**config.mk**
```make
export PLATFORM = sky130hd
export DESIGN_NAME = mbp_color
export DESIGN_NICKNAME = d
export VERILOG_FILES = /design/src/mbp_pkg.sv /design/src/mbp_color.sv
export SDC_FILE = /design/constraint.sdc
export NUM_CORES = 1
export LEC_CHECK = 0
export BUFFER_PORTS_ARGS = -buffer_cell sky130_fd_sc_hd__buf_2
export CORE_UTILIZATION = 39
export DETAILED_ROUTE_END_ITERATION = 12
export SYNTH_ARGS = -nofsm -noshare
export SYNTH_HDL_FRONTEND = slang
export SYNTH_SLANG_ARGS = --single-unit
```
**constraint.sdc**
```tcl
create_clock -name vclk -period 1.7
set_input_delay 0.17 -clock vclk [all_inputs]
set_output_delay 0.17 -clock vclk [all_outputs]
set_load 0.02 [all_outputs]
```
**src/mbp_pkg.sv**
```systemverilog
// ----------------------------------------------------------------------------
// mbp_pkg: shared definitions of the mandelbrot pixel generator
// Field widths, reset values, register indexes, sequencer states and the
// constant blue color table.
// ----------------------------------------------------------------------------
`default_nettype none

package mbp_pkg;

    // default values of the top level parameters
    localparam int MAX_ITER_DEF  = 255;
    localparam int FRAC_BITS_DEF = 28;
    localparam int DIM_BITS_DEF  = 12;

    // register and port field widths
    localparam int CX_W       = 31;
    localparam int PITCH_W    = 28;
    localparam int FRAME_W    = 13;
    localparam int ITER_W     = 8;
    localparam int COLOR_W    = 24;
    localparam int CFG_IDX_W  = 3;
    localparam int CFG_DATA_W = 32;

    // register reset values
    localparam logic signed [CX_W-1:0] RST_CENTER_X = -31'sd134217728;
    localparam logic signed [CX_W-1:0] RST_CENTER_Y = 31'sd0;
    localparam logic [PITCH_W-1:0]     RST_PITCH_X  = 28'd734003;
    localparam logic [PITCH_W-1:0]     RST_PITCH_Y  = 28'd1305670;
    localparam logic [FRAME_W-1:0]     RST_FRAME_W  = 13'd1280;
    localparam logic [FRAME_W-1:0]     RST_FRAME_H  = 13'd720;

    typedef enum logic [CFG_IDX_W-1:0] {
        CFG_CENTER_X     = 3'd0,
        CFG_CENTER_Y     = 3'd1,
        CFG_PITCH_X      = 3'd2,
        CFG_PITCH_Y      = 3'd3,
        CFG_FRAME_WIDTH  = 3'd4,
        CFG_FRAME_HEIGHT = 3'd5
    } t_cfg_idx;

    typedef struct packed {
        logic signed [CX_W-1:0] center_x;
        logic signed [CX_W-1:0] center_y;
        logic [PITCH_W-1:0]     pitch_x;
        logic [PITCH_W-1:0]     pitch_y;
        logic [FRAME_W-1:0]     frame_width;
        logic [FRAME_W-1:0]     frame_height;
    } t_cfg;

    typedef enum logic [2:0] {
        ST_IDLE,
        ST_MAP_MUL,
        ST_MAP_ADD,
        ST_IT_MUL,
        ST_IT_ADD,
        ST_DONE
    } t_state;

    typedef logic [255:0][7:0] t_blue_lut;

    // taylor series divisors (2k)*(2k+1) for k = 1..12
    localparam logic [11:0][63:0] SIN_DIV = {
        64'd600, 64'd506, 64'd420, 64'd342, 64'd272, 64'd210,
        64'd156, 64'd110, 64'd72,  64'd42,  64'd20,  64'd6
    };

    localparam logic [63:0] ONE_Q60 = 64'd1 << 60;
    localparam logic [63:0] MSK_30  = (64'd1 << 30) - 64'd1;

    // (a*b) >> 60 for operands below 2^60
    function automatic logic [63:0] qmul60(input logic [63:0] a, input logic [63:0] b);
        logic [63:0] ah;
        logic [63:0] al;
        logic [63:0] bh;
        logic [63:0] bl;
        logic [63:0] mid;
        ah  = a >> 30;
        al  = a & MSK_30;
        bh  = b >> 30;
        bl  = b & MSK_30;
        mid = ah * bl + al * bh + ((al * bl) >> 30);
        return ah * bh + (mid >> 30);
    endfunction

    // 127 + floor(127 * sin(n / 255)) in exact integer series arithmetic
    function automatic logic [7:0] blue_of(input logic [63:0] n);
        logic [63:0] t;
        logic [63:0] t2;
        logic [63:0] term;
        logic [63:0] s;
        logic [63:0] hi;
        logic [63:0] lo;
        logic [63:0] f;
        t    = (ONE_Q60 / 255) * n + (((ONE_Q60 % 255) * n) / 255);
        t2   = qmul60(t, t);
        term = t;
        s    = t;
        for (int k = 0; k < 12; k++) begin
            term = qmul60(term, t2) / SIN_DIV[k];
            if ((k % 2) == 0) begin
                s = s - term;
            end else begin
                s = s + term;
            end
        end
        hi = s >> 30;
        lo = s & MSK_30;
        f  = (64'd127 * hi + ((64'd127 * lo) >> 30)) >> 30;
        return 8'(64'd127 + f);
    endfunction

    function automatic t_blue_lut blue_table();
        t_blue_lut lut;
        for (int n = 0; n < 256; n++) begin
            lut[n] = blue_of(64'(n));
        end
        return lut;
    endfunction

    localparam t_blue_lut BLUE_LUT = blue_table();

endpackage

`default_nettype wire

```
**src/mbp_color.sv**
```systemverilog
// ----------------------------------------------------------------------------
// mbp_color: escape count to color
// Red is the count, green the count with nibbles swapped, blue from the
// sine table; black when the point never escaped.
// ----------------------------------------------------------------------------
`default_nettype none

module mbp_color #(
    parameter int MAX_ITER = mbp_pkg::MAX_ITER_DEF
) (
    input  wire logic [mbp_pkg::ITER_W-1:0]  i_iter,
    output logic      [mbp_pkg::COLOR_W-1:0] o_color
);

    logic [7:0] green;
    logic [7:0] blue;

    assign green = {i_iter[3:0], i_iter[7:4]};
    assign blue  = mbp_pkg::BLUE_LUT[i_iter];

    always_comb begin
        if (i_iter == mbp_pkg::ITER_W'(MAX_ITER)) begin
            o_color = '0;
        end else begin
            o_color = {i_iter, green, blue};
        end
    end

endmodule

`default_nettype wire

```
; ---- Word level (Yosys, flattened, before mapping)
; Memory sizes are Yosys's and may differ from the RTL's.
; Index checks and enable logic that the tools add are counted.
[classes]
n_addsub = 0
n_mul = 0
n_div = 0
order_cmp = 1
eq_ne = 1
n_shift = 0
n_mux = 2
bitwise_logic = 0
n_reduce_logical = 0
[op_table]
columns = cell, n
row1 = 24-bit two-way mux, 1
row2 = 8-bit by 9-bit < comparator with 1-bit output (second input constant), 1
row3 = 8-bit == test (second input constant), 1
row4 = 8-bit two-way mux, 1
[word_totals]
ff_bits = 0
latch_bits = 0
ram_bits = 0
mem_bits_ro = 2048
in_bits = 8
output_inout_bits = 24
wordCells = 5
n_memories = 1
[mem_list]
columns = memory, depth, width, rd, rd_ports_with_merged_regs, wr, line_no
row1 = (name not given), 256, 8, 1, 0, 0, mbp_color.sv:19  ; assign blue = mbp_pkg::BLUE_LUT[i_iter];

; ---- Depth between registers and ports, before layout
[logic_depth]
ltp_word = 3
mapped_depth = 9
depth_no_buf = 7

; ---- Worst setup path after synthesis
; OpenSTA, ideal clock, no wires.
[synth_timing]
path_kind = input port to output port
from = input port i_iter[1] (netlist name)
to = output port o_color[0] (netlist name)
arrival_time_ns = 1.843
required_time_ns = 1.530
slack_ns = -0.313
cell_stages = 9
path_cell_list = buf_2 -> inv_1 -> ha_1 -> buf_2 -> a21o_1 -> o2111ai_1 -> o311ai_0 -> a41o_1 -> a21oi_1
[synth_between]
elab_chain_len = 3
elab_cells_between_ends = 4
classes_between = eq/ne: 1 / mux: 2 / memory: 1
[synth_rtl]
columns = item, line_no
row1 = start: declaration, mbp_color.sv:11  ; input wire logic [mbp_pkg::ITER_W-1:0] i_iter,
row2 = memory 256 x 8 bit, --
row3 = 8-bit two-way mux (implied by the code), mbp_color.sv:19
row4 = 24-bit two-way mux *, mbp_color.sv:22  ; if (i_iter == mbp_pkg::ITER_W'(MAX_ITER)) begin
row5 = end: declaration, mbp_color.sv:12  ; output logic [mbp_pkg::COLOR_W-1:0] o_color
; Every way passes the cells marked *; elsewhere a longest branch is shown, timed or not. The select of a mux whose other input is x is not followed.

; ---- Worst setup path in the final report
[layout_timing]
from = input port i_iter[1] (netlist name)
to = output port o_color[1] (netlist name)
; The elaborated chain is that of the path after synthesis.

==> impl_metrics.ini <==
[floorplan]
die_area_um2 = 3910
core_um2 = 3420
io_pins = 32
die_x_um = 62.5
die_h_um = 62.5
initial_core_util = 0.418
num_rows = 21

[logic_synthesis]
seq_area_frac_synth = 0
synth_fp_nets = 243
synth_top_area_share = 0.0963
ys_top_cells_by_area = ha_1 (9.6%), nand2_1 (7.4%), a21oi_1 (7.0%)
postSynthCellCount = 224
yosys_warnings = 0
avgSynthCellArea_um2 = 6.38
synth_cell_types = 56
syn_area_um2 = 1430
yosysTopAreaCell = ha_1

[drt]
vias = 2064
drt_iter0_markers = 150
drtPass1Iterations = 5
post_drt_wl_per_cell_um = 16.7
ant_nets = 0
vias_per_cell = 5.90
routed_wl_um = 5860
post-route-drc-count = 0

[power]
irDropWorstVdd_v = 0.000173
p_leak_nw = 1.06
p_per_area_nw_per_um2 = 294

[clock_tree]
cts_hold_buf = 0

[status]
violations = setup timing
status = finished, violations left

[global_routing]
grt_start_max_net_pins = 15
antenna_found_initial = 0
track_usage = 0.300
grt_pass1_vias = 1966
globalRouteOverflowTotal = 0
grt_pass1_wl_um = 9630

[sta]
hold_slack_ps = 737
setup_viol = 6
max_slew_margin = 0.632
rsz0062_at_grt = yes
maxSlewViolCount = 0
setup_ws_ps = -188
fmax_mhz = 530
tns_ps = -578
finalHoldViolCount = 0
period_needed_ps = 1890
fin_crit_sh = 1.11
tightest_slew_ps = 538

[finish]
mostFrequentLayoutCells = buf_4 (76), nand2_1 (27), buf_2 (20)
layout-drive-gt1-share = 0.507
area_delta_synth_final_pct = 67.0
ff_latch_area_um2 = 0
design.seq.count = 0
nNetsFinal = 325
antenna_cells = 0
n_clock_buffer = 0
mostFrequentLayoutCell = buf_4

[hold_path]
hold_class = in2out

[placed_design]
gp_congestion = 0.991
portBuffers = 32
dp_hpwl_um = 4390

[critical_path]
critPathKind = in2out
crit_fanout = 8
worstSetupStartpointType = primary input
critPathRequiredTime_ps = 1530
end_kind = output port
critPathArrivalTime_ps = 1720

[run]
cap_violations = 0
[area by class of cell]
class	count	area, um2
multi-input cells	185	1440
fillers	292	1030
repair buffers	109	847
well taps	46	57.6
inverters	10	45.0
[timing repair]
action	CTS	global route
pin swaps	12	16
endpoints found under the setup margin	10	19
resized for setup	50	20
buffers inserted	2	3
hold endpoints to repair	0	0
[logic make-up (layout without fill, tap and decap cells)]
kind of cell,count (synthesis),count (layout),share of synthesized area
AOI/OAI and AO/OA,87,87,0.415
xor gates and xnor gates,2,2,0.0123
adders and majority gates,11,11,0.0963
buffers and inverters,39,119,0.153
muxes,2,2,0.0228
and+or+nand+nor,83,83,0.300
[per-layer routing]
metal | vias up | share of wire | track usage | routed length [um]
li1 | 996 | - | - | -
met1 | 950 | 0.43 | 0.401 | 2530
met2 | 97 | 0.47 | 0.496 | 2770
met3 | 21 | 0.057 | 0.0146 | 336
met4 | 0 | 0.037 | 0.131 | 216
met5 | - | 0 | 0 | 0
[synth_stat cells, drive strengths merged, types with 2 or more instances]
master    n
a2111oi   3
a211o     2
a211oi    4
a21o      5
a21oi    20
a221oi    2
a311oi    3
a31oi     4
and2      9
and3      2
buf      23
clkbuf    6
ha       11
inv       9
nand2    28
nand2b   10
nand3     4
nor2      9
nor2b     4
nor3      7
o211ai    4
o21ai    18
o22ai     4
o311ai    3
o31ai     2
o41ai     3
or2       4
or3       2
xnor2     2
[per-stage QoR]
step                      utilization  area (um2)  power [mW]  cells  setup slack, ps
final                           0.699        2390       0.701    350             -188
after global routing            0.699        2390       0.746    350             -275
after CTS                       0.668        2280       0.659    347             -141
after detailed placement        0.605        2070       0.587    345             -264
after global placement          0.605        2070       0.585    345             -260
after floorplan                     -        1480       0.360    224            -14.1
[critical path, stage by stage]
cell and delay (ps):
buf_12 120, inv_8 60, ha_4 170, nand2_2 100, xnor2_1 140, a2111oi_0 510
o32a_1 320, buf_6 140
[where the power goes]
part | switching (mW) | internal, mW
clock | 0 | 0
sequential | 0 | 0
combinational | 0.366 | 0.335
[worst paths after layout]
path / to / startpoint / slack, ps / cells after the start
worst min-delay path: o_color[16] / i_iter[0] / 740 / 3
worst max-delay path: o_color[1] / i_iter[1] / -190 / 8
(Power assumes the default switching activity.)
