--- src/mbp_pkg.sv ---
// ----------------------------------------------------------------------------
// mbp_pkg: shared definitions of the mandelbrot pixel generator
// Field widths, reset values, register indexes, sequencer states and the
// constant blue color table.
// ----------------------------------------------------------------------------
`default_nettype none

package mbp_pkg;

    // default values of the top level parameters
    localparam int MAX_ITER_DEF  = 255;
    localparam int FRAC_BITS_DEF = 28;
    localparam int DIM_BITS_DEF  = 12;

    // register and port field widths
    localparam int CX_W       = 31;
    localparam int PITCH_W    = 28;
    localparam int FRAME_W    = 13;
    localparam int ITER_W     = 8;
    localparam int COLOR_W    = 24;
    localparam int CFG_IDX_W  = 3;
    localparam int CFG_DATA_W = 32;

    // register reset values
    localparam logic signed [CX_W-1:0] RST_CENTER_X = -31'sd134217728;
    localparam logic signed [CX_W-1:0] RST_CENTER_Y = 31'sd0;
    localparam logic [PITCH_W-1:0]     RST_PITCH_X  = 28'd734003;
    localparam logic [PITCH_W-1:0]     RST_PITCH_Y  = 28'd1305670;
    localparam logic [FRAME_W-1:0]     RST_FRAME_W  = 13'd1280;
    localparam logic [FRAME_W-1:0]     RST_FRAME_H  = 13'd720;

    typedef enum logic [CFG_IDX_W-1:0] {
        CFG_CENTER_X     = 3'd0,
        CFG_CENTER_Y     = 3'd1,
        CFG_PITCH_X      = 3'd2,
        CFG_PITCH_Y      = 3'd3,
        CFG_FRAME_WIDTH  = 3'd4,
        CFG_FRAME_HEIGHT = 3'd5
    } t_cfg_idx;

    typedef struct packed {
        logic signed [CX_W-1:0] center_x;
        logic signed [CX_W-1:0] center_y;
        logic [PITCH_W-1:0]     pitch_x;
        logic [PITCH_W-1:0]     pitch_y;
        logic [FRAME_W-1:0]     frame_width;
        logic [FRAME_W-1:0]     frame_height;
    } t_cfg;

    typedef enum logic [2:0] {
        ST_IDLE,
        ST_MAP_MUL,
        ST_MAP_ADD,
        ST_IT_MUL,
        ST_IT_ADD,
        ST_DONE
    } t_state;

    typedef logic [255:0][7:0] t_blue_lut;

    // taylor series divisors (2k)*(2k+1) for k = 1..12
    localparam logic [11:0][63:0] SIN_DIV = {
        64'd600, 64'd506, 64'd420, 64'd342, 64'd272, 64'd210,
        64'd156, 64'd110, 64'd72,  64'd42,  64'd20,  64'd6
    };

    localparam logic [63:0] ONE_Q60 = 64'd1 << 60;
    localparam logic [63:0] MSK_30  = (64'd1 << 30) - 64'd1;

    // (a*b) >> 60 for operands below 2^60
    function automatic logic [63:0] qmul60(input logic [63:0] a, input logic [63:0] b);
        logic [63:0] ah;
        logic [63:0] al;
        logic [63:0] bh;
        logic [63:0] bl;
        logic [63:0] mid;
        ah  = a >> 30;
        al  = a & MSK_30;
        bh  = b >> 30;
        bl  = b & MSK_30;
        mid = ah * bl + al * bh + ((al * bl) >> 30);
        return ah * bh + (mid >> 30);
    endfunction

    // 127 + floor(127 * sin(n / 255)) in exact integer series arithmetic
    function automatic logic [7:0] blue_of(input logic [63:0] n);
        logic [63:0] t;
        logic [63:0] t2;
        logic [63:0] term;
        logic [63:0] s;
        logic [63:0] hi;
        logic [63:0] lo;
        logic [63:0] f;
        t    = (ONE_Q60 / 255) * n + (((ONE_Q60 % 255) * n) / 255);
        t2   = qmul60(t, t);
        term = t;
        s    = t;
        for (int k = 0; k < 12; k++) begin
            term = qmul60(term, t2) / SIN_DIV[k];
            if ((k % 2) == 0) begin
                s = s - term;
            end else begin
                s = s + term;
            end
        end
        hi = s >> 30;
        lo = s & MSK_30;
        f  = (64'd127 * hi + ((64'd127 * lo) >> 30)) >> 30;
        return 8'(64'd127 + f);
    endfunction

    function automatic t_blue_lut blue_table();
        t_blue_lut lut;
        for (int n = 0; n < 256; n++) begin
            lut[n] = blue_of(64'(n));
        end
        return lut;
    endfunction

    localparam t_blue_lut BLUE_LUT = blue_table();

endpackage

`default_nettype wire

--- src/mbp_if.sv ---
// ----------------------------------------------------------------------------
// mbp_if: channel interfaces of the mandelbrot pixel generator
// Pixel request channel, result channel and register write channel, each
// with valid/ready handshake.
// ----------------------------------------------------------------------------
`default_nettype none


interface mbp_cfg_if;
    logic                           valid;
    logic                           ready;
    logic [mbp_pkg::CFG_IDX_W-1:0]  index;
    logic [mbp_pkg::CFG_DATA_W-1:0] data;

    modport source (output valid, output index, output data, input ready);
    modport sink   (input valid, input index, input data, output ready);
endinterface

`default_nettype wire

--- src/mbp_cfg_regs.sv ---
// ----------------------------------------------------------------------------
// mbp_cfg_regs: view configuration registers
// Holds view center, pixel pitch and frame size, written through the
// register write channel.
// ----------------------------------------------------------------------------
`default_nettype none

module mbp_cfg_regs (
    input  wire logic    i_clk,
    input  wire logic    i_rst_n,
    mbp_cfg_if.sink      i_cfg,
    output mbp_pkg::t_cfg o_cfg
);

    mbp_pkg::t_cfg r_cfg;
    mbp_pkg::t_cfg n_cfg;

    assign i_cfg.ready = 1'b1;
    assign o_cfg       = r_cfg;

    always_comb begin
        n_cfg = r_cfg;
        if (i_cfg.valid) begin
            unique case (mbp_pkg::t_cfg_idx'(i_cfg.index))
                mbp_pkg::CFG_CENTER_X: begin
                    n_cfg.center_x = $signed(i_cfg.data[mbp_pkg::CX_W-1:0]);
                end
                mbp_pkg::CFG_CENTER_Y: begin
                    n_cfg.center_y = $signed(i_cfg.data[mbp_pkg::CX_W-1:0]);
                end
                mbp_pkg::CFG_PITCH_X: begin
                    n_cfg.pitch_x = i_cfg.data[mbp_pkg::PITCH_W-1:0];
                end
                mbp_pkg::CFG_PITCH_Y: begin
                    n_cfg.pitch_y = i_cfg.data[mbp_pkg::PITCH_W-1:0];
                end
                mbp_pkg::CFG_FRAME_WIDTH: begin
                    n_cfg.frame_width = i_cfg.data[mbp_pkg::FRAME_W-1:0];
                end
                mbp_pkg::CFG_FRAME_HEIGHT: begin
                    n_cfg.frame_height = i_cfg.data[mbp_pkg::FRAME_W-1:0];
                end
                default: begin
                    n_cfg = r_cfg;
                end
            endcase
        end
    end

    always_ff @(posedge i_clk) begin
        if (!i_rst_n) begin
            r_cfg.center_x     <= mbp_pkg::RST_CENTER_X;
            r_cfg.center_y     <= mbp_pkg::RST_CENTER_Y;
            r_cfg.pitch_x      <= mbp_pkg::RST_PITCH_X;
            r_cfg.pitch_y      <= mbp_pkg::RST_PITCH_Y;
            r_cfg.frame_width  <= mbp_pkg::RST_FRAME_W;
            r_cfg.frame_height <= mbp_pkg::RST_FRAME_H;
        end else begin
            r_cfg <= n_cfg;
        end
    end

endmodule

`default_nettype wire

--- src/flat_wrapper.sv ---
// flat-port wrapper written by rule: the top's interface ports become plain ports
module mbp_cfg_regs_flat 
  (i_clk, i_rst_n, o_cfg, i_cfg_valid, i_cfg_index, i_cfg_data, i_cfg_ready);
  mbp_cfg_if i_cfg_i ();
  input  wire logic i_clk;
  input  wire logic i_rst_n;
  output mbp_pkg::t_cfg o_cfg;
  input wire logic [$bits(i_cfg_i.valid)-1:0] i_cfg_valid;
  input wire logic [$bits(i_cfg_i.index)-1:0] i_cfg_index;
  input wire logic [$bits(i_cfg_i.data)-1:0] i_cfg_data;
  output wire logic [$bits(i_cfg_i.ready)-1:0] i_cfg_ready;
  assign i_cfg_i.valid = i_cfg_valid;
  assign i_cfg_i.index = i_cfg_index;
  assign i_cfg_i.data = i_cfg_data;
  assign i_cfg_ready = i_cfg_i.ready;
  mbp_cfg_regs u_core (.i_clk(i_clk), .i_rst_n(i_rst_n), .i_cfg(i_cfg_i), .o_cfg(o_cfg));
endmodule
--- config.mk ---
export PLATFORM = sky130hd
export DESIGN_NAME = mbp_cfg_regs_flat
export DESIGN_NICKNAME = d
export VERILOG_FILES = /design/src/mbp_pkg.sv /design/src/mbp_if.sv /design/src/mbp_cfg_regs.sv /design/src/flat_wrapper.sv
export SDC_FILE = /design/constraint.sdc
export NUM_CORES = 1
export LEC_CHECK = 0
export BUFFER_PORTS_ARGS = -buffer_cell sky130_fd_sc_hd__buf_2
export CAP_MARGIN = 40
export CORE_MARGIN = 2
export CORE_UTILIZATION = 45
export CTS_BUF_LIST = sky130_fd_sc_hd__clkbuf_8
export DETAILED_ROUTE_END_ITERATION = 8
export PLACE_DENSITY = 0.77
export SYNTH_ARGS = -nofsm -noshare
export SYNTH_HDL_FRONTEND = slang
export SYNTH_SLANG_ARGS = --single-unit
--- constraint.sdc ---
create_clock -name i_clk -period 2.4 [get_ports i_clk]
set_clock_uncertainty 0.2 [all_clocks]
set_input_delay 0.48 -clock i_clk [delete_from_list [all_inputs] [get_ports i_clk]]
set_output_delay 0.48 -clock i_clk [all_outputs]
set_load 0.005 [all_outputs]
## After elaboration in Yosys (flattened, before gate mapping)

Cells that the tools add are included.

| operators by class | value |
|---|---|
| reductions and logical operators | 7 |
| equality and inequality tests | 5 |

Operators with widths:

| kind | number |
|---|---|
| $reduce_and A2 Y1 | 6 |
| $eq A3 B2 Y1 const B | 2 |
| $eq A3 B3 Y1 const B | 2 |
| $eq A3 B1 Y1 const B | 1 |
| $logic_not A3 Y1 | 1 |

| storage, ports and cells | value |
|---|---|
| logic and storage cells | 18 |
| flip-flop bits (word level) | 144 |

## Longest topological paths before layout

Gate-level depths: netlist (run 1).

| depth | value |
|---|---|
| depth in word-level cells | 2 |
| depth in mapped cells | 5 |

## Worst setup path before layout (run 1)

OpenSTA, ideal clock, no wires.

| timing path | value |
|---|---|
| path kind | input-to-reg |
| start | input port i_cfg_index[0] |
| end | register u_core.r_cfg, in the netlist u_core.o_cfg[120] |
| arrival | 1559 ps |
| setup slack | 520 ps |
| data required time | 2078 ps |
| stages | 5 |
| buffers on the path | 3 |
| cells stage by stage | buf_2 or4b_4 buf_6 buf_6 mux2i_1 |

| between the ends | value |
|---|---|
| cells in the longest elaborated chain, start to end | 2 |

Ends and longest elaborated chain:

| what | RTL line | source |
|---|---|---|
| start: declaration | flat_wrapper.sv:9 | `input wire logic [$bits(i_cfg_i.index)-1:0] i_cfg_index;` |
| $logic_not A3 Y1 | mbp_cfg_regs.sv:24 | `unique case (mbp_pkg::t_cfg_idx'(i_cfg.index))` |
| $reduce_and A2 Y1 (no source line) | n/a |  |
| end signal: assignment | mbp_cfg_regs.sv:59 | `r_cfg <= n_cfg;` |
| end: declaration | mbp_cfg_regs.sv:15 | `mbp_pkg::t_cfg r_cfg;` |

Every way passes these cells.
A chain may end at the register's enable or synchronous reset.

## Worst setup path in the final report (run 1)

| timing path | value |
|---|---|
| start | register u_core.r_cfg, in the netlist u_core.o_cfg[136] |
| end | output port o_cfg[136] (netlist name) |

RTL lines:

| what | RTL line | source |
|---|---|---|
| end: declaration | flat_wrapper.sv:7 | `output mbp_pkg::t_cfg o_cfg;` |

No word-level cell between the ends.

==> results of run 1 <==
[synth_stat cells]
library cell,number
or4b_4,1
nand4bb_1,3
buf_6,3
buf_4,2
nor4b_2,1
conb_1,1
clkbuf_1,23
nor4bb_1,2
nand4b_1,1
nand2_1,143
buf_2,14
dfxtp_1,144
mux2i_1,144
and4b_1,1
nor2b_1,55
[where the power goes]
| part | internal, mW | leakage [nW] | switching [mW] |
|---|---|---|---|
| combinational | 0.151 | 2.15 | 0.189 |
| sequential | 2.44 | 1.17 | 0.0274 |
| clock | 1.01 | 0.213 | 0.842 |
| total | 3.60 | 3.53 | 1.06 |
[metrics by stage]
step | instance area (um^2) | setup slack, ps | power, mW | utilization [%]
finish | 6953 | 790.8 | 4.658 | 57.89
global route | 6953 | 733.1 | 4.850 | 57.89
CTS | 6953 | 745.3 | 4.717 | 57.89
detailed placement | 6570 | 351.3 | 2.867 | 54.70
global placement | 6570 | 389.3 | 2.853 | 54.70
floorplan | 5515 | 519.8 | 2.715 | -
[placed cells by master, fill, tap and decap left out, drive strengths merged]
| master | n |
|---|---|
| nor4b | 1 |
| nand2 | 143 |
| conb | 1 |
| inv | 4 |
| nand4bb | 3 |
| dfxtp | 144 |
| or4b | 1 |
| bufinv | 2 |
| nand4b | 1 |
| mux2i | 144 |
| and4b | 1 |
| buf | 191 |
| clkinv | 3 |
| clkbuf | 21 |
| nor2b | 55 |
| nor4bb | 2 |
[worst reg2reg max path: stages, from the launching register on]
cell     delay, ps
dfxtp_1        320
nor2b_1        120
mux2i_1        100
[routing by layer]
metal  vias up  GRT usage [%]  share of wire (%)
li1       2101              -                  -
met4         0          8.835                1.8
met2       163          35.31                 48
met1      2044          25.25                 42
met5         -              0                  0
met3        23          7.041                8.0
[final timing paths]
path	startpoint	to	slack, ps
hold / removal	i_cfg_data[30]	u_core.o_cfg[112]$_SDFFE_PN0P_	90
setup / recovery	u_core.o_cfg[136]$_SDFFE_PN0P_	o_cfg[136]	790
setup reg to reg	u_core.o_cfg[62]$_SDFFE_PN1P_	u_core.o_cfg[62]$_SDFFE_PN1P_	1540
hold reg to reg	u_core.o_cfg[49]$_SDFFE_PN0P_	u_core.o_cfg[49]$_SDFFE_PN0P_	260
[kinds of logic (layout without fill, tap and decap cells)]
logic type,count (synthesis),in the layout,share of synthesized area (%)
buf+inv,42,221,3.720
simple gates,207,207,17.81
flops,144,144,52.27
mux,144,144,26.13
other cells,1,1,0.06799
[cell type report]
type | instances | area [um^2]
tap | 147 | 183.9
clock inverter | 9 | 93.84
timing repair buffer | 191 | 1049
clock buffer | 21 | 289.0
multi-input combinational | 352 | 2455
fill | 1025 | 5059
sequential | 144 | 2883
==> results.ini, run 1 <==
[cts]
ctsRootBufferMaster = clkbuf_8
cts_sinks = 144
cts_resized = 0
path_clk_slew_ps = 70
clkLatencyLatePin_ps = 430
postCtsSetupBuffers = 0
cts_buffers = 17
clockBufferDepth = 2
tritoncts = built
postCtsHoldBufs = 0
cts-htree-levels = 4

[min_path]
min_path_cells = 3
hold_path.class = in -> reg

[synthesis]
synth.distinct_cells = 15
ys_seq_elements = 144
syn_nets = 576
synthesis.area_mm2 = 0.005515
yosys_warnings = 0
synth_top_area_cell = dfxtp_1
synthCells = 538
synth.area.top_cells = dfxtp_1, mux2i_1, nand2_1
yosys.area.top_type_share_pct = 52.27
avgSynthCellArea_um2 = 10.25
seq_area_frac_synth_pct = 52.27

[cells_and_area]
drive_above_1_share_pct = 31.10
largest_reg_flops = 144
layout.cells.non_filler = 864
final_nets = 744
area_delta_synth_final_pct = 26.07
n_antenna_cell = 0

[critical_path]
max_stage_delay_ps = 360
worstPathRequired_ps = 1720
path_buf_inv = 1
end_kind = primary output
crit_fanout = 2
cp.arrival_ps = 930
cp.depth = 1
critical-path-top-delay-family = flip-flops
reg2regPathDepth = 2
start_kind = flop
worst_path_max_delay_cell = dfxtp_1
criticalPathCategory = reg -> out
crit_chain = buf_2

[sta]
clock.fmax_ghz = 0.6214
grt_setup_unrepaired = no
hold_violations = 0
worst_slew_pin_slew_ps = 623.1
period_minus_slack_ps = 1609
drv_slew = 0
max_slew_margin_pct = 58.35
tns_ps = 0
final-setup-viol-count = 0
whs_ps = 93.61
min_period_over_period_pct = 67.05

[die]
die_area_mm2 = 0.01316
rows = 40
coreArea_mm2 = 0.01201
io_pins = 183
dieWidth_um = 114.7
die_y_um = 114.7
start_util_pct = 45.92

[routing]
vias_per_cell = 5.013
drt-initial-drc-count = 209
wl_per_cell_um = 15.80
totalWireLength_um = 13650
drt_first_pass_iters = 4
ant_nets = 0
vias = 4331
route.detailed.drc = 0

[pwr]
leakage_nw = 3.531
power.density_mw_per_mm2 = 670.0
peakVddDrop_mv = 0.3090

[placed_design]
port_buffers = 180
dpl.cell_count = 834
place_hpwl_um = 9689
gp_congestion = 0.8043

[grt]
grt_overflow = 0
grt_pass1_vias = 4326
grt_pass1_wl_um = 21680
grt_max_degree = 65
grt_use_total_pct = 21.21
antenna_found_initial = 0

[run]
maxCapViolations = 0

[outcome]
status = finished clean

Note: power is estimated with default switching activity, not from simulation.
==> run 2, diff against run 1 <==
Settings changed: ABC_AREA set to 1, PLACE_DENSITY 0.77 to 0.8.
Clock period 2.4 ns to 1.4 ns, I/O delays scaled along.
==> run 2 against run 1 <==
Compared with the run above: clock power up 110%; cell count up 39%; flip-flop and latch count unchanged; sequential share of layout area down 4.9 points; hold slack worse by 53 ps; setup slack worse by 790 ps; critical endpoint is now o_cfg[10].
==> results.ini, run 2 <==
[cells_and_area]
area_delta_synth_final_pct = 48.18  ; was 26.07%
final_util_pct = 68.88  ; was 57.89%
design_area_mm2 = 0.008377  ; was 0.006953 mm^2
mostFrequentLayoutCells = nor2_1, nand2_1, nand3_1  ; was buf_2, mux2i_1, dfxtp_1
drive_above_1_share_pct = 40.04  ; was 31.10%
n_antenna_cell = 0  ; unchanged
final_nets = 1059  ; was 744
layout_commonest_cell = nor2_1  ; was buf_2
largest_reg_flops = 144  ; unchanged

[cts]
path_clk_slew_ps = 80  ; was 70 ps
cts_sinks = 144  ; unchanged
cts_buffers = 17  ; unchanged
clockBufferDepth = 2  ; unchanged
ctsRootBufferMaster = clkbuf_8  ; unchanged
cts-htree-levels = 4  ; unchanged
clkLatencyLatePin_ps = 450  ; was 430 ps
tritoncts = built  ; unchanged

[synthesis]
synthesis.area_mm2 = 0.005653  ; was 0.005515 mm^2
ys_seq_elements = 144  ; unchanged
synth_top_cells_by_count = nor2_1, nand2_1, dfxtp_1, nand3_1, inv_1  ; was dfxtp_1, mux2i_1, nand2_1, nor2b_1, clkbuf_1
synth_top_area_cell = dfxtp_1  ; unchanged
avgSynthCellArea_um2 = 7.066  ; was 10.25 um^2
synth-edff-count = 0  ; unchanged
synth.area.top_cells = dfxtp_1, nor2_1, nand3_1  ; was dfxtp_1, mux2i_1, nand2_1
yosys.area.top_type_share_pct = 51.00  ; was 52.27%
synthCells = 800  ; was 538
yosys_warnings = 0  ; unchanged
synthFlopType = dfxtp_1  ; unchanged
seq_area_frac_synth_pct = 51.00  ; was 52.27%
synthArstFlopShare_pct = 0  ; unchanged
synth.distinct_cells = 16  ; was 15
syn_nets = 838  ; was 576
synth.most_common_cell = nor2_1

[critical_path]
max_stage_delay_ps = 350  ; was 360 ps
crit_end = o_cfg[10]  ; was o_cfg[136]
worst_path_max_delay_cell = dfxtp_2  ; was dfxtp_1
r2r-end = u_core.o_cfg[141]$_SDFFE_PN1P_  ; was u_core.o_cfg[62]$_SDFFE_PN1P_
reg2regPathDepth = 3  ; was 2
cp.arrival_ps = 920  ; was 930 ps
critical-path-top-delay-family = flip-flops  ; unchanged
criticalPathCategory = reg -> out  ; unchanged
end_kind = primary output  ; unchanged
crit_fanout = 2  ; unchanged
worstPathRequired_ps = 920  ; was 1720 ps
crit_chain = buf_2  ; unchanged
path_buf_inv = 1  ; unchanged
cp.depth = 1  ; unchanged
cp-startpoint = u_core.o_cfg[10]$_SDFFE_PN0P_  ; was u_core.o_cfg[136]$_SDFFE_PN0P_
rrSetupSlack_ps = 470  ; was 1540 ps
start_kind = flop  ; unchanged
rr_startpoint = u_core.o_cfg[141]$_SDFFE_PN1P_  ; was u_core.o_cfg[62]$_SDFFE_PN1P_

[min_path]
hold_path.class = in -> reg  ; unchanged

[routing]
ant_nets = 0  ; unchanged
wl_met1_um = 7262  ; was 5756 um
vias_per_cell = 5.111  ; was 5.013
met2WireLength_um = 9781  ; was 6561 um
wl_per_cell_um = 16.12  ; was 15.80 um
met3_length_um = 1554  ; was 1088 um
vias = 6143  ; was 4,331
drt-initial-drc-count = 709  ; was 209
route.detailed.drc = 0  ; unchanged
totalWireLength_um = 19380  ; was 13,650 um
drt_first_pass_iters = 5  ; was 4
top_layer = met4  ; unchanged

[grt]
grt_pass1_wl_um = 27080  ; was 21,680 um
antenna_found_initial = 0  ; unchanged
grt_pass1_vias = 5402  ; was 4,326
grt_use_total_pct = 26.62  ; was 21.21%
grt_overflow = 0  ; unchanged
grt_max_degree = 45  ; was 65

[pwr]
leakage_nw = 3.998  ; was 3.531 nW
peakVddDrop_mv = 0.8387  ; was 0.3090 mV
power_mw = 9.334  ; was 4.658 mW
power.density_mw_per_mm2 = 1114  ; was 670.0 mW/mm^2

[sta]
max_slew_margin_pct = 42.01  ; was 58.35%
layout_setup_ws_ps = 2.074  ; was 790.8 ps
drv_slew = 0  ; unchanged
period_minus_slack_ps = 1398
final-setup-viol-count = 0  ; unchanged
hold_violations = 0  ; unchanged
min_period_over_period_pct = 99.85
grt_setup_unrepaired = yes  ; was no
clock.fmax_ghz = 0.7153
worst_slew_pin_slew_ps = 866.6  ; was 623.1 ps

[placed_design]
place_area_mm2 = 0.006945  ; was 0.006570 mm^2
place_worst_setup_slack_ps = -287.9  ; was 351.3 ps
port_buffers = 180  ; unchanged
gp_congestion = 0.8921  ; was 0.8043
place_hpwl_um = 11650  ; was 9689 um

[die]
rows = 40  ; unchanged
start_util_pct = 46.48  ; was 45.92%
die_area_mm2 = 0.01347  ; was 0.01316 mm^2
io_pins = 183  ; unchanged
dieWidth_um = 116.1  ; was 114.7 um
coreArea_mm2 = 0.01216  ; was 0.01201 mm^2
die_y_um = 116.1  ; was 114.7 um

[run]
maxCapViolations = 0  ; unchanged

[outcome]
status = finished clean  ; unchanged

[run 2: changes by cell type after synthesis, sizes merged, moves of 36 or more]
cell,delta
nor2,+234
mux2i,-144
nand3,+144
nor2b,-55
nand2,+44
inv,+36
[run 2: cells by family (layout without fill, tap and decap cells)]
group	count (synthesis)	in the layout	share of synthesized area, %
other	1	1	0.06634
AND/OR/NAND/NOR	565	565	41.37
buffers and inverters	90	324	7.570
flip-flops	144	144	51.00
[run 2: tightest hold or removal path, delay by kind of cell]
kind                   cells  cell delay [ps]
and+or+nand+nor            3              220
buffers and inverters      2              170
[run 2: how the worst min path moves through the flow]
stage,from,endpoint,slack (ps),cells after the start
3_5_place_dp,u_core.o_cfg[7]$_SDFFE_PN1P_,u_core.o_cfg[7]$_SDFFE_PN1P_,240,2
5_1_grt,i_cfg_data[25],u_core.o_cfg[79]$_SDFFE_PN0P_,60,5
3_3_place_gp,u_core.o_cfg[27]$_SDFFE_PN1P_,u_core.o_cfg[27]$_SDFFE_PN1P_,240,2
2_1_floorplan,i_cfg_data[27],u_core.o_cfg[140]$_SDFFE_PN1P_,190,2
4_1_cts,i_cfg_data[25],u_core.o_cfg[51]$_SDFFE_PN0P_,6,5
6_report,i_cfg_data[25],u_core.o_cfg[79]$_SDFFE_PN0P_,40,5
[run 2: metrics by stage]
stage	TNS, ps	std cells	hold slack, ps
6_report	0	1202	40.57
5_1_grt	-2125	1202	61.57
4_1_cts	-639.8	1197	6.066
3_5_place_dp	-23220	1136	241.7
3_3_place_gp	-19290	1136	236.3
2_1_floorplan	0	800	193.2
[run 2: metal layers]
| metal | vias up | global-route usage [%] |
|---|---|---|
| li1 | 2921 | - |
| met1 | 2847 | 30.43 |
| met2 | 315 | 44.80 |
| met3 | 60 | 7.845 |
| met4 | 0 | 14.52 |
| met5 | - | 0 |
[run 2: final cells by class]
| type | count | area [um^2] |
|---|---|---|
| fill | 924 | 3785 |
| tap | 168 | 210.2 |
| multi-input combinational | 566 | 2352 |
| inverter | 37 | 138.9 |
| clock buffer | 19 | 261.5 |
| sequential | 144 | 3062 |
| clock inverter | 13 | 192.7 |
| timing repair buffer | 255 | 2160 |
[run 2: where the power goes]
part | internal (mW) | leakage [nW] | total (mW) | switching (mW)
sequential | 4.27 | 1.21 | 4.36 | 0.0968
combinational | 0.539 | 2.55 | 1.17 | 0.634
clock | 2.19 | 0.234 | 3.80 | 1.61
total | 6.99 | 4.00 | 9.33 | 2.34
[run 2: what timing repair did]
action / in CTS / in global routing
resized for setup: 159 / 60
cloned: 0 / 0
pin swaps: 0 / 0
endpoints found under the setup margin: 132 / 142
endpoints found under the hold margin: 49 / 0
hold buffers: 27 / 0
setup buffers: 2 / 5
==> run 3, diff against run 2 <==
Settings changed: CTS_BUF_LIST sky130_fd_sc_hd__clkbuf_8 to not set.
==> run 3 against run 2 <==
Compared with the run above: combinational power shrank 9%; cell count is 0.75% lower; die area stayed put; global-route usage down 0.36 points; sequential share of layout area increased by 0.31 points; total power is 11% higher; sequential power decreased by 0.9%; non-clock buffer count is 9 lower.
==> results.ini, run 3 (synthesized netlist as in run 2, its figures left out) <==
[critical_path]
critical-path-top-delay-family = flip-flops  ; unchanged
max_stage_delay_ps = 360  ; was 350 ps
reg2regPathDepth = 2  ; was 3
rr_startpoint = u_core.o_cfg[17]$_SDFFE_PN0P_  ; was u_core.o_cfg[141]$_SDFFE_PN1P_
r2r-end = u_core.o_cfg[17]$_SDFFE_PN0P_  ; was u_core.o_cfg[141]$_SDFFE_PN1P_
crit_chain = buf_2  ; unchanged
criticalPathCategory = reg -> out  ; unchanged
worst_path_max_delay_cell = dfxtp_1  ; was dfxtp_2
path_buf_inv = 1  ; unchanged
start_kind = flop  ; unchanged
end_kind = primary output  ; unchanged
cp.arrival_ps = 900  ; was 920 ps
crit_fanout = 2  ; unchanged
worstPathRequired_ps = 920  ; about the same
cp.depth = 1  ; unchanged
rrSetupSlack_ps = 560  ; was 470 ps

[sta]
final-setup-viol-count = 0  ; unchanged
tns_ps = 0  ; unchanged
hold_violations = 0  ; unchanged
max_slew_margin_pct = 53.42  ; was 42.01%
min_period_over_period_pct = 98.51  ; was 99.85%
drv_slew = 0  ; unchanged
period_minus_slack_ps = 1379  ; was 1398 ps
worst_slew_pin_slew_ps = 697.1  ; was 866.6 ps
clock.fmax_ghz = 0.7251  ; was 0.7153 GHz
grt_setup_unrepaired = no  ; was yes

[routing]
vias_per_cell = 4.966  ; was 5.111
vias = 5925  ; was 6,143
route.detailed.drc = 0  ; unchanged
drt-initial-drc-count = 590  ; was 709
wl_per_cell_um = 14.89  ; was 16.12 um
totalWireLength_um = 17770  ; was 19,380 um
ant_nets = 0  ; unchanged
drt_first_pass_iters = 5  ; unchanged

[cts]
cts_sinks = 144  ; unchanged
clkLatencyLatePin_ps = 410  ; was 450 ps
ctsRootBufferMaster = clkbuf_16  ; was clkbuf_8
clockBufferDepth = 2  ; unchanged
postCtsSetupBuffers = 0  ; was 2
cts_buffers = 17  ; unchanged
cts-htree-levels = 4  ; unchanged
tritoncts = built  ; unchanged
path_clk_slew_ps = 60  ; was 80 ps

[placed_design]
gp_congestion = 0.8921  ; unchanged
place_hpwl_um = 11650  ; unchanged
dpl.cell_count = 1136  ; unchanged
port_buffers = 180  ; unchanged

[pwr]
leakage_nw = 3.919  ; was 3.998 nW
peakVddDrop_mv = 0.7799  ; was 0.8387 mV
power.density_mw_per_mm2 = 1312  ; was 1114 mW/mm^2

[outcome]
status = finished clean  ; unchanged

[die]
start_util_pct = 46.48  ; unchanged
dieWidth_um = 116.1  ; unchanged
io_pins = 183  ; unchanged
die_area_mm2 = 0.01347  ; unchanged
coreArea_mm2 = 0.01216  ; unchanged
rows = 40  ; unchanged
die_y_um = 116.1  ; unchanged

[grt]
antenna_found_initial = 0  ; unchanged
grt_pass1_wl_um = 26790  ; was 27,080 um
grt_use_total_pct = 26.25  ; was 26.62%
grt_max_degree = 45  ; unchanged
grt_overflow = 0  ; unchanged
grt_pass1_vias = 5265  ; was 5,402

[min_path]
min_path_cells = 5  ; unchanged
hold_path.class = in -> reg  ; unchanged
worstHoldStart = i_cfg_data[23]  ; was i_cfg_data[25]
hold_path_end = u_core.o_cfg[136]$_SDFFE_PN0P_  ; was u_core.o_cfg[79]$_SDFFE_PN0P_

[cells_and_area]
final_nets = 1050  ; was 1,059
drive_above_1_share_pct = 28.10  ; was 40.04%
area_delta_synth_final_pct = 39.60  ; was 48.18%
fill_cells = 1041  ; was 924
layout_commonest_cell = nor2_1  ; unchanged
n_antenna_cell = 0  ; unchanged
largest_reg_flops = 144  ; unchanged
layout.cells.non_filler = 1193  ; was 1,202
mostFrequentLayoutCells = nor2_1, nand2_1, buf_2  ; was nor2_1, nand2_1, nand3_1

[run]
maxCapViolations = 0  ; unchanged

run 3: cell types whose count changed in the layout (fill, tap and decap cells not counted), sizes merged:
| cell | change |
|---|---|
| dlygate4sd3 | -3 |
| inv | -3 |
| clkinvlp | +1 |
| buf | -7 |
| clkbuf | +3 |
run 3: metrics by stage:
stage          setup slack [ps]  util [%]  cell area [um^2]  power (mW)  hold slack [ps]
2_1_floorplan             101.9         -              5653       4.926            193.2
3_3_place_gp             -239.7     57.11              6945       5.368            236.3
3_5_place_dp             -287.9     57.11              6945       5.387            241.7
4_1_cts                   1.163     64.39              7831       10.36            36.75
5_1_grt                 0.04158     64.89              7891       10.68            70.86
6_report                  20.85     64.89              7891       10.35            51.96
run 3: final cells by class:
cell class | instances | area, um^2 | share of cell area, %
Sequential cell | 144 | 2909 | 36.86
Multi-Input combinational cell | 566 | 2355 | 29.84
Timing Repair Buffer | 246 | 1629 | 20.64
Clock buffer | 21 | 460.4 | 5.835
Tap cell | 168 | 210.2 | 2.664
Clock inverter | 11 | 185.2 | 2.347
Inverter | 37 | 142.6 | 1.808
run 3: layer usage:
metal / wire length, um / vias to the layer above / global-route usage (%)
li1: - / 2904 / -
met1: 7062 / 2700 / 31.46
met2: 8668 / 272 / 44.13
met3: 1482 / 49 / 7.218
met4: 555 / 0 / 11.75
met5: 0 / - / 0
run 3: what timing repair did:
action	4_1_cts	5_1_grt
hold buffers	24	0
endpoints found under the hold margin	34	0
resized for setup	0	24
setup endpoints to repair	0	25
run 3: worst max-delay path by stage:
stage	startpoint	end
finish	u_core.o_cfg[119]$_SDFFE_PN0P_	o_cfg[119]
global route	u_core.o_cfg[119]$_SDFFE_PN0P_	o_cfg[119]
CTS	u_core.o_cfg[23]$_SDFFE_PN1P_	o_cfg[23]
detailed placement	i_cfg_index[2]	u_core.o_cfg[80]$_SDFFE_PN0P_
global placement	i_cfg_index[1]	u_core.o_cfg[14]$_SDFFE_PN0P_
floorplan	i_rst_n	u_core.o_cfg[140]$_SDFFE_PN1P_
run 3: where the power goes:
group	total, mW	switching [mW]	internal [mW]
clock	4.97	1.72	3.24
combinational	1.06	0.614	0.451
sequential	4.32	0.0743	4.25
